==> config.mk <==
export PLATFORM = sky130hd
export DESIGN_NAME = hid_report_item_framer
export DESIGN_NICKNAME = d
export VERILOG_FILES = /design/src/design/hrif_pkg.sv /design/src/design/hrif_front.sv /design/src/design/hrif_queue.sv /design/src/design/hrif_back.sv /design/src/design/hid_report_item_framer.sv
export SDC_FILE = /design/constraint.sdc
export NUM_CORES = 1
export LEC_CHECK = 0
export BUFFER_PORTS_ARGS = -buffer_cell sky130_fd_sc_hd__buf_2
export CAP_MARGIN = 20
export CORE_ASPECT_RATIO = 1.4
export CORE_MARGIN = 2
export CORE_UTILIZATION = 25
export CTS_CLUSTER_SIZE = 8
export DETAILED_ROUTE_END_ITERATION = 10
export SLEW_MARGIN = 20
export SYNTH_ARGS = -nofsm -noshare
export SYNTH_HDL_FRONTEND = slang
export SYNTH_SLANG_ARGS = --single-unit
==> constraint.sdc <==
create_clock -name clock -period 7.1 [get_ports clock]
set_clock_uncertainty 0.05 [all_clocks]
set_input_delay 0.355 -clock clock [delete_from_list [all_inputs] [get_ports clock]]
set_output_delay 0.355 -clock clock [all_outputs]
set_load 0.01 [all_outputs]
==> src/design/hrif_pkg.sv <==
// ----------------------------------------------------------------------------
// hrif_pkg
// Shared types, constants and helpers for the HID report item framer.
// ----------------------------------------------------------------------------
package hrif_pkg;

   localparam int MAX_DESC_BYTES = 4096;
   localparam int POS_W          = $clog2(MAX_DESC_BYTES);
   localparam int QUEUE_DEPTH    = 4;
   localparam int QUEUE_IDX_W    = $clog2(QUEUE_DEPTH);
   localparam int QUEUE_CNT_W    = $clog2(QUEUE_DEPTH + 1);

   localparam logic [3:0] LONG_TAG_CODE = 4'hF;
   localparam logic [1:0] SIZE_CODE_4   = 2'h3;

   typedef enum logic [1:0] {
      PH_PREFIX   = 2'd0,
      PH_LONG_LEN = 2'd1,
      PH_LONG_TAG = 2'd2,
      PH_DATA     = 2'd3
   } phase_type;

   typedef struct packed {
      logic        item_is_long;
      logic [1:0]  item_type;
      logic [7:0]  item_tag;
      logic [7:0]  data_bytes;
      logic [31:0] short_value;
      logic [11:0] start_offset;
      logic        truncated;
      logic        final_item;
   } item_type;

   typedef struct packed {
      logic     valid;
      item_type item;
   } push_type;

   typedef struct packed {
      logic     valid;
      item_type item;
   } head_type;

   // Low 12 bits of a descriptor position, zero extended when narrower.
   function automatic logic [11:0] to_offset(input logic [POS_W-1:0] pos);
      logic [POS_W+11:0] ext;
      ext = {12'b0, pos};
      return ext[11:0];
   endfunction

endpackage

==> src/design/hrif_front.sv <==
// ----------------------------------------------------------------------------
// hrif_front
// Byte framer: tracks the item header and data, pushes one record per item.
// ----------------------------------------------------------------------------
module hrif_front (
   input  logic              clock,
   input  logic              reset,
   input  logic              accept,
   input  logic [7:0]        desc_byte,
   input  logic              end_of_desc,
   output hrif_pkg::push_type push
);

   hrif_pkg::phase_type            phase_ff, phase_in;
   logic [7:0]                     bytes_left_ff, bytes_left_in;
   logic [31:0]                    value_acc_ff, value_acc_in;
   logic [hrif_pkg::POS_W-1:0]     byte_pos_ff, byte_pos_in;
   logic [hrif_pkg::POS_W-1:0]     item_start_ff, item_start_in;
   logic [7:0]                     held_prefix_ff, held_prefix_in;
   logic [7:0]                     held_long_tag_ff, held_long_tag_in;
   logic [7:0]                     held_size_ff, held_size_in;

   logic       done;
   logic       is_long;
   logic [7:0] bl_dec;
   logic [1:0] lane;

   always_comb begin
      phase_in         = phase_ff;
      bytes_left_in    = bytes_left_ff;
      value_acc_in     = value_acc_ff;
      byte_pos_in      = byte_pos_ff;
      item_start_in    = item_start_ff;
      held_prefix_in   = held_prefix_ff;
      held_long_tag_in = held_long_tag_ff;
      held_size_in     = held_size_ff;
      done             = 1'b0;
      bl_dec           = bytes_left_ff - 8'd1;
      lane             = held_size_ff[1:0] - bytes_left_ff[1:0];

      unique case (phase_ff)
         hrif_pkg::PH_PREFIX: begin
            item_start_in    = byte_pos_ff;
            held_prefix_in   = desc_byte;
            held_long_tag_in = 8'd0;
            value_acc_in     = 32'd0;
            if (desc_byte[7:4] == hrif_pkg::LONG_TAG_CODE) begin
               held_size_in = 8'd0;
               phase_in     = hrif_pkg::PH_LONG_LEN;
            end else begin
               held_size_in  = (desc_byte[1:0] == hrif_pkg::SIZE_CODE_4) ? 8'd4
                               : {6'd0, desc_byte[1:0]};
               bytes_left_in = held_size_in;
               if (held_size_in == 8'd0) begin
                  done = 1'b1;
               end else begin
                  phase_in = hrif_pkg::PH_DATA;
               end
            end
         end
         hrif_pkg::PH_LONG_LEN: begin
            held_size_in  = desc_byte;
            bytes_left_in = desc_byte;
            phase_in      = hrif_pkg::PH_LONG_TAG;
         end
         hrif_pkg::PH_LONG_TAG: begin
            held_long_tag_in = desc_byte;
            if (bytes_left_ff == 8'd0) begin
               done = 1'b1;
            end else begin
               phase_in = hrif_pkg::PH_DATA;
            end
         end
         hrif_pkg::PH_DATA: begin
            // place the byte in its little-endian lane (short items only)
            if (held_prefix_ff[7:4] != hrif_pkg::LONG_TAG_CODE) begin
               case (lane)
                  2'd0:    value_acc_in[7:0]   = value_acc_ff[7:0]   | desc_byte;
                  2'd1:    value_acc_in[15:8]  = value_acc_ff[15:8]  | desc_byte;
                  2'd2:    value_acc_in[23:16] = value_acc_ff[23:16] | desc_byte;
                  default: value_acc_in[31:24] = value_acc_ff[31:24] | desc_byte;
               endcase
            end
            bytes_left_in = bl_dec;
            if (bl_dec == 8'd0) begin
               done = 1'b1;
            end
         end
         default: ;
      endcase

      is_long = (held_prefix_in[7:4] == hrif_pkg::LONG_TAG_CODE);

      push.valid             = accept && (done || end_of_desc);
      push.item.item_is_long = is_long;
      push.item.item_type    = held_prefix_in[3:2];
      push.item.item_tag     = is_long ? held_long_tag_in : {4'd0, held_prefix_in[7:4]};
      push.item.data_bytes   = held_size_in;
      push.item.short_value  = is_long ? 32'd0 : value_acc_in;
      push.item.start_offset = hrif_pkg::to_offset(item_start_in);
      push.item.truncated    = !done;
      push.item.final_item   = end_of_desc;

      if (done) begin
         phase_in = hrif_pkg::PH_PREFIX;
      end
      byte_pos_in = (byte_pos_ff == hrif_pkg::POS_W'(hrif_pkg::MAX_DESC_BYTES - 1))
                    ? '0 : byte_pos_ff + 1'b1;
   end

   always_ff @(posedge clock) begin
      if (reset || (accept && end_of_desc)) begin
         phase_ff         <= hrif_pkg::PH_PREFIX;
         bytes_left_ff    <= 8'd0;
         value_acc_ff     <= 32'd0;
         byte_pos_ff      <= '0;
         item_start_ff    <= '0;
         held_prefix_ff   <= 8'd0;
         held_long_tag_ff <= 8'd0;
         held_size_ff     <= 8'd0;
      end else if (accept) begin
         phase_ff         <= phase_in;
         bytes_left_ff    <= bytes_left_in;
         value_acc_ff     <= value_acc_in;
         byte_pos_ff      <= byte_pos_in;
         item_start_ff    <= item_start_in;
         held_prefix_ff   <= held_prefix_in;
         held_long_tag_ff <= held_long_tag_in;
         held_size_ff     <= held_size_in;
      end
   end

endmodule

==> src/design/hrif_queue.sv <==
// ----------------------------------------------------------------------------
// hrif_queue
// Small FIFO of item records between the framer and the output stage.
// ----------------------------------------------------------------------------
module hrif_queue (
   input  logic               clock,
   input  logic               reset,
   input  hrif_pkg::push_type push,
   input  logic               pop,
   output hrif_pkg::head_type head,
   output logic               full
);

   hrif_pkg::item_type                store_ff [hrif_pkg::QUEUE_DEPTH];
   logic [hrif_pkg::QUEUE_IDX_W-1:0]  wr_ptr_ff, wr_ptr_in;
   logic [hrif_pkg::QUEUE_IDX_W-1:0]  rd_ptr_ff, rd_ptr_in;
   logic [hrif_pkg::QUEUE_CNT_W-1:0]  count_ff, count_in;
   logic                              do_pop;

   always_comb begin
      do_pop    = pop && (count_ff != '0);
      wr_ptr_in = push.valid ? wr_ptr_ff + 1'b1 : wr_ptr_ff;
      rd_ptr_in = do_pop ? rd_ptr_ff + 1'b1 : rd_ptr_ff;
      count_in  = count_ff;
      if (push.valid && !do_pop) begin
         count_in = count_ff + 1'b1;
      end else if (!push.valid && do_pop) begin
         count_in = count_ff - 1'b1;
      end
      head.valid = (count_ff != '0);
      head.item  = store_ff[rd_ptr_ff];
      full       = (count_ff == hrif_pkg::QUEUE_CNT_W'(hrif_pkg::QUEUE_DEPTH));
   end

   always_ff @(posedge clock) begin
      if (push.valid) begin
         store_ff[wr_ptr_ff] <= push.item;
      end
   end

   always_ff @(posedge clock) begin
      if (reset) begin
         wr_ptr_ff <= '0;
         rd_ptr_ff <= '0;
         count_ff  <= '0;
      end else begin
         wr_ptr_ff <= wr_ptr_in;
         rd_ptr_ff <= rd_ptr_in;
         count_ff  <= count_in;
      end
   end

endmodule

==> src/design/hrif_back.sv <==
// ----------------------------------------------------------------------------
// hrif_back
// Output register: takes the queue head and holds it until the beat is taken.
// ----------------------------------------------------------------------------
module hrif_back (
   input  logic               clock,
   input  logic               reset,
   input  hrif_pkg::head_type head,
   output logic               pop,
   input  logic               out_stall,
   output logic               out_valid,
   output hrif_pkg::item_type out_item
);

   logic               valid_ff, valid_in;
   hrif_pkg::item_type item_ff;

   always_comb begin
      pop      = head.valid && (!valid_ff || !out_stall);
      valid_in = valid_ff;
      if (pop) begin
         valid_in = 1'b1;
      end else if (!out_stall) begin
         valid_in = 1'b0;
      end
      out_valid = valid_ff;
      out_item  = item_ff;
   end

   always_ff @(posedge clock) begin
      if (reset) begin
         valid_ff <= 1'b0;
      end else begin
         valid_ff <= valid_in;
      end
   end

   always_ff @(posedge clock) begin
      if (pop) begin
         item_ff <= head.item;
      end
   end

endmodule

==> src/design/hid_report_item_framer.sv <==
// ----------------------------------------------------------------------------
// hid_report_item_framer
// Splits a HID report descriptor, one byte per beat, into item records.
// ----------------------------------------------------------------------------
// Feed descriptor bytes on the req_ channel and mark the last one with
// req_end_of_desc; one rsp_ beat comes out for every completed item, plus a
// beat flagged truncated when the descriptor ends inside an item. The block
// takes one byte per clock cycle, sustained: the framer updates its state
// once per byte, and finished items wait in a four-entry queue in front of
// the output register, so req_stall rises only when that queue is full. A
// record is queued as its closing byte is accepted, then moves to the output
// register. After the final byte the framer returns to its reset state, so
// the next descriptor counts offsets from zero again. Long item payload
// bytes are counted but not passed out; short_value is zero for long items.
// ----------------------------------------------------------------------------
module hid_report_item_framer (
   input  logic        clock,
   input  logic        reset,

   input  logic        req_valid,
   output logic        req_stall,
   input  logic [7:0]  req_desc_byte,
   input  logic        req_end_of_desc,

   output logic        rsp_valid,
   input  logic        rsp_stall,
   output logic        rsp_item_is_long,
   output logic [1:0]  rsp_item_type,
   output logic [7:0]  rsp_item_tag,
   output logic [7:0]  rsp_data_bytes,
   output logic [31:0] rsp_short_value,
   output logic [11:0] rsp_start_offset,
   output logic        rsp_truncated,
   output logic        rsp_final_item
);

   hrif_pkg::push_type push;
   hrif_pkg::head_type head;
   hrif_pkg::item_type out_item;
   logic               queue_full;
   logic               pop;
   logic               accept;

   // Hold off new bytes while the queue cannot take another record.
   assign req_stall = queue_full;
   assign accept    = req_valid && !queue_full;

   hrif_front u_front (
      .clock       (clock),
      .reset       (reset),
      .accept      (accept),
      .desc_byte   (req_desc_byte),
      .end_of_desc (req_end_of_desc),
      .push        (push)
   );

   hrif_queue u_queue (
      .clock (clock),
      .reset (reset),
      .push  (push),
      .pop   (pop),
      .head  (head),
      .full  (queue_full)
   );

   hrif_back u_back (
      .clock     (clock),
      .reset     (reset),
      .head      (head),
      .pop       (pop),
      .out_stall (rsp_stall),
      .out_valid (rsp_valid),
      .out_item  (out_item)
   );

   // Break the record out onto the result ports.
   assign rsp_item_is_long = out_item.item_is_long;
   assign rsp_item_type    = out_item.item_type;
   assign rsp_item_tag     = out_item.item_tag;
   assign rsp_data_bytes   = out_item.data_bytes;
   assign rsp_short_value  = out_item.short_value;
   assign rsp_start_offset = out_item.start_offset;
   assign rsp_truncated    = out_item.truncated;
   assign rsp_final_item   = out_item.final_item;

endmodule

# Word level (Yosys, flattened, before mapping)
# Memory sizes are Yosys's and may differ from the RTL's. A register that Yosys moved wholly into a read port is not among the register bits.
# Index checks and enable logic that the tools add are counted.
[totals]
out_inout_bits = 67
inputBits = 13
memories = 1
mem_bits_rw = 260
regBits = 98
[mem_list]
columns = ["memory", "depth", "width", "rd", "rd_clocked_by_memory_dff", "write_ports", "line", "text"]
rows = [
  ["u_queue.store_ff", 4, 65, 1, 1, 1, "hrif_queue.sv:14", "hrif_pkg::item_type store_ff [hrif_pkg::QUEUE_DEPTH];"],
]
[classes]
n_addsub = 7
mux = 33
eq_ne = 15
n_reduce_logical = 29
bitwise = 4
[ops]
columns = ["op", "n"]
rows = [
  ["two-way mux 32 bit", 2],
  ["two-way mux 8 bit", 8],
  ["case mux 32 bit (2 select lines)", 1],
  ["bitwise OR 8 bit", 4],
  ["case mux 8 bit (2 select lines)", 2],
  ["zero test 8 bit", 3],
  ["two-way mux 12 bit", 2],
  ["case mux 8 bit (3 select lines)", 1],
  ["adder 12 x 1 -> 12 bit, second input constant", 1],
  ["equality test 12 bit, second input constant", 1],
  ["two-way mux 3 bit", 3],
  ["equality test 2 bit, second input constant", 4],
  ["equality test 4 bit, second input constant", 2],
  ["two-way mux 1 bit", 8],
  ["two-way mux 2 bit", 4],
  ["subtractor 8 x 1 -> 8 bit, second input constant", 1],
  ["logical AND 1 bit", 7],
  ["zero test 1 bit", 6],
  ["case mux 2 bit (3 select lines)", 1],
  ["nonzero test 3 bit", 2],
  ["adder 2 x 1 -> 2 bit, second input constant", 2],
  ["equality test 2 x 1 -> 1 bit, second input constant", 2],
  ["zero test 2 bit", 2],
  ["!= test 4 x 2 -> 1 bit, second input constant", 1],
  ["other kinds (16)", 18],
]

# Longest topological paths before layout
[depth]
word_depth = 12
depth_mapped = 12
mapped_depth_nobuf = 12

# Cells and area by module
# A second synthesis with hierarchy kept.
[unflattened]
cells_unflattened = 1024
area_unflattened_um2 = 16414.5
[modules_own_cells]
columns = ["mod", "area_per_inst_um2", "cells_per_inst", "seq_area_each_um2", "n_inst"]
rows = [
  ["hrif_queue", 9863.2, 383, 7987.7, 1],
  ["hrif_front", 4549.4, 571, 1761.7, 1],
  ["hrif_back", 1988.2, 69, 1971.9, 1],
  ["hid_report_item_framer", 13.8, 1, 0.0, 1],
]

# Least setup slack after synthesis
# Ideal clock, no wire load.
[synth_path]
kind = "register to register"
start = "reg u_queue.count_ff[0] in the netlist's numbering"
end = "reg u_queue.count_ff[2] in the netlist's numbering"
period_less_slack_ns = 5.112
path_slack_ns = 1.988
path_stages_with_launch = 10
arrival_time_ns = 4.992
setup_time_ns = 0.070
n_path_buf = 0
cell_sequence = "dfxtp_1 > nor3_1 > a21oi_1 > inv_1 > ha_1 > inv_1 > fa_1 > xor2_1 > or3_1 > a21oi_1"
[synth_between]
elab_cells_between_ends = 16
cone_classes = "add/sub: 2; eq/ne: 1; mux: 2; reduce/logical: 11"
[synth_rtl]
columns = ["element", "line", "text"]
rows = [
  ["from (decl)", "hrif_queue.sv:17", "logic [hrif_pkg::QUEUE_CNT_W-1:0] count_ff, count_in;"],
  ["from (signal assigned)", "hrif_queue.sv:49", "count_ff <= count_in;"],
  ["nonzero test 3 bit (*)", "hrif_queue.sv:30", "head.valid = (count_ff != '0);"],
  ["logical AND 1 bit (*)", "hrif_back.sv:19", "pop = head.valid && (!valid_ff || !out_stall);"],
  ["via pop", "hid_report_item_framer.sv:41", "logic pop;"],
  ["logical AND 1 bit (*)", "hrif_queue.sv:21", "do_pop = pop && (count_ff != '0);"],
  ["zero test 1 bit", "hrif_queue.sv:25", "if (push.valid && !do_pop) begin"],
  ["logical AND 1 bit", "hrif_queue.sv:25", ""],
  ["two-way mux 3 bit / nonzero test 2 bit (equally long branches)", "-", ""],
]
# Mark *: on every way through the listed nets, which the timed path passes. The rest lies on a longest branch. The select of a mux whose other input is x is not followed.
# A chain may end at the register's enable or synchronous reset.

==> impl_metrics.csv <==
group,metric,value,unit
logic_synthesis,yosys.area_share.simple,7.39,%
drt,drc,0,
clocking,cts.sinks,421,
placed_design,dpl_cell_area,0.0176,mm^2
placed_design,globalplace.congestion,0.812,
worst_setup_path,crit_path_end_kind,"flip-flop",
sta,hold_viol,0,
worst_setup_path,reg2reg_slack,3.13,ns
drt,top_layer_used,"met5",
worst_setup_path,crit_family,"simple AND/OR/NAND/NOR gates",
global_routing,track_usage,10.6,%
finish,drive_gt1_share,21.5,%
drt,dr.pass1.iters,5,
finish,diodes,0,
worst_setup_path,crit_path_start_kind,"flip-flop",
finish,fin_cells,2013,
clocking,numCtsBuffers,58,
logic_synthesis,synth_xor_area_share,1.10,%
finish,final_area,0.0193,mm^2
drt,vias_per_cell,4.45,
drt,wl_per_cell,17.8,um
die,initial_core_util,25.3,%
global_routing,grt_max_degree,75,
worst_setup_path,cp.required,7.26,ns
logic_synthesis,synth_edf_count,325,
logic_synthesis,synth_seq_area_share,71.4,%
clocking,cts_tree,"yes",
logic_synthesis,yosys_warnings,0,
logic_synthesis,synth.distinct_cells,63,
logic_synthesis,syn_area,0.0164,mm^2
sta,max_freq,252,MHz
logic_synthesis,synth_top_family_by_area,"multiplexers",
finish,utilization,29.9,%
sta,finalCritPeriodShare,55.9,%
worst_setup_path,crit_chain,"inv_1 -> ha_1 -> nand3b_1 -> nor4_4 -> nor3_1 -> a21oi_4 -> and2_2 -> buf_4",
placed_design,hpwl,22700,um
finish,layout_commonest_cell,"edfxtp_1",
worst_setup_path,slowest_delay,0.80,ns
drt,wl,35900,um
die,die_area,0.0675,mm^2
sta,finalMaxSlewViolations,0,
drt,drt_iter0_drc,511,
die,io_pins,80,
clocking,clkLatencyLatePin,0.58,ns
logic_synthesis,synth-adder-area-share,1.27,%
worst_setup_path,critPathMaxFanout,42,
logic_synthesis,avgSynthCellArea,15.8,um^2
logic_synthesis,syn-num-nets,1063,
logic_synthesis,async_reset_ff_share,0,%
die,core,0.0645,mm^2
sta,setup_viol,0,
die,die_h,307,um
finish,final_cell_mix,"edfxtp_1 (325), nor2_1 (142), dfxtp_1 (94), buf_2 (79), mux4_2 (65)",
placed_design,place_inst,1903,
clocking,clk_pin_slew_worst_paths,0.05,ns
placed_design,port_buffers,79,
drt,vias,8963,
clocking,root_buffer,"clkbuf_16",
logic_synthesis,netlist.area_leader.share,59.7,%
sta,rsz0062_at_grt,"false",
sta,min_period,3.97,ns
logic_synthesis,synthMuxAreaShare,10.4,%
die,die_w,220,um
logic_synthesis,synth_area_leader_cell,"edfxtp_1",
drt,wl_met1,13800,um
global_routing,grt-ovfl-total,0,
logic_synthesis,syn_inst,1034,
run,cap_viol_max_count,0,
global_routing,grt_pass1_wl,55100,um
finish,syn_to_final_growth,18.2,%
drt,met2_wirelength,19700,um
drt,ant_nets,0,
clocking,postCtsSetupRepairBufs,0,
finish,nets,1154,
hold_path,worstHoldPathType,"in -> reg",
power_and_ir_drop,ir_worst_vdd,0.169,mV
logic_synthesis,ys_seq_elements,421,
worst_setup_path,cp_num_buf_inv,2,
clocking,htree_levels,2,
worst_setup_path,crit_type,"reg -> reg",
power_and_ir_drop,power,7190,uW
global_routing,grt_antenna_before_repair,6,
logic_synthesis,ys_top_cells_by_area,"edfxtp_1 (60%), dfxtp_1 (12%), mux4_2 (9.0%)",
die,rows,110,
sta,finalSetupTns,0,ns
power_and_ir_drop,power-per-cell-area,372,mW/mm^2
global_routing,grt_pass1_vias,9487,
logic_synthesis,synth_compound_area_share,6.15,%
clocking,clk_path_buf_depth,3,
drt,wl_met3,1510,um
clocking,cts_resized,0,
sta,worst_slew_pin_slew,1.07,ns
power_and_ir_drop,leakage,0.00624,uW
worst_setup_path,arrival,4.13,ns
logic_synthesis,ys.flop_type,"edfxtp_1",
run_status,status,"finished, final reports clean",
sta,relSlewSlack,28.7,%
worst_setup_path,crit_slowest_cell,"ha_1",
per-layer routing:
metal  vias up  GRT usage, %
li1       4142             -
met1      4551          11.5
met2       192          19.9
met3        66          2.12
met4        12          3.98
met5         -             0
power breakdown:
group | internal (uW) | switching, uW
sequential | 3120 | 140
combinational | 538 | 866
clock | 1550 | 979
metrics by stage:
stage | hold slack, ns | worst slack, ns
finish | 0.0865 | 3.13
global route | 0.0635 | 2.84
CTS | 0.0516 | 2.89
detailed placement | 0.397 | 2.91
global placement | 0.395 | 3.02
floorplan | 0.386 | 1.99
kinds of logic after synthesis:
family          Yosys count
xor+xnor                 19
buf+inv                  80
simple gates            259
mux                      87
fa+ha+maj                16
flops                   421
compound gates          152
area by class of cell:
class,instances,area (um^2)
clock buffers,105,1650
clock inverters,3,33.8
fillers,6281,45200
inverters,18,70.1
multi-input cells,533,4330
flip-flops and latches,421,11700
well taps,840,1050
repair buffers,93,510
path summary, 6_finish.rpt:
kind | to | start | depth (start not counted)
setup reg to reg | u_queue.store_ff[1][58] | u_front.phase_ff[0] | 8
setup / recovery | u_queue.store_ff[1][58] | u_front.phase_ff[0] | 8
hold reg to reg | u_front.held_size_ff[3] | u_front.held_size_ff[3] | 2
hold / removal | u_queue.store_ff[1][0] | req_end_of_desc | 1
sequential cells by signal, indices dropped and copies added (netlist names), 3 cells and up:
signal / count
u_back.out_item: 65
u_front.byte_pos_ff: 12
u_front.bytes_left_ff: 8
u_front.held_long_tag_ff: 8
u_front.held_prefix_ff: 6
u_front.held_size_ff: 8
u_front.item_start_ff: 12
u_front.value_acc_ff: 32
u_queue.count_ff: 3
u_queue.store_ff: 260
cell usage after synthesis, types with 2 or more instances:
master,instances
o2bb2ai_1,2
a22oi_1,35
a41oi_1,2
nand3b_1,2
nand3_1,6
a21o_1,2
xor2_1,13
ha_1,15
buf_6,5
a32oi_1,9
a211oi_1,4
mux2i_1,7
nor2b_1,2
nand4_1,6
mux4_2,65
o21ai_1,2
nor2_1,142
xnor2_1,5
and4_1,2
o21ai_0,16
nor3b_1,10
dfxtp_1,96
nand2b_1,3
nor4_1,2
nor3_1,21
nor3b_2,2
clkbuf_1,28
or3_1,3
mux2_2,14
a21oi_1,61
a31oi_1,3
buf_1,12
and3_1,5
inv_1,17
nand2_1,32
a22o_1,4
and2_1,14
buf_2,16
edfxtp_1,325
worst register-to-register path, delay by kind of cell, from the launching register on:
kind	cells	cell delay [ns]
buffers and inverters	2	0.74
and+or+nand+nor	4	1.30
DFF	1	0.35
adders and majority gates	1	0.80
AOI/OAI and AO/OA	1	0.29
timing repair:
| item | CTS | global route |
|---|---|---|
| endpoints found under the setup margin | 0 | 0 |
| hold buffers | 1 | 0 |
| endpoints found under the hold margin | 1 | 0 |
Note: power is estimated with default switching activity, not from simulation.
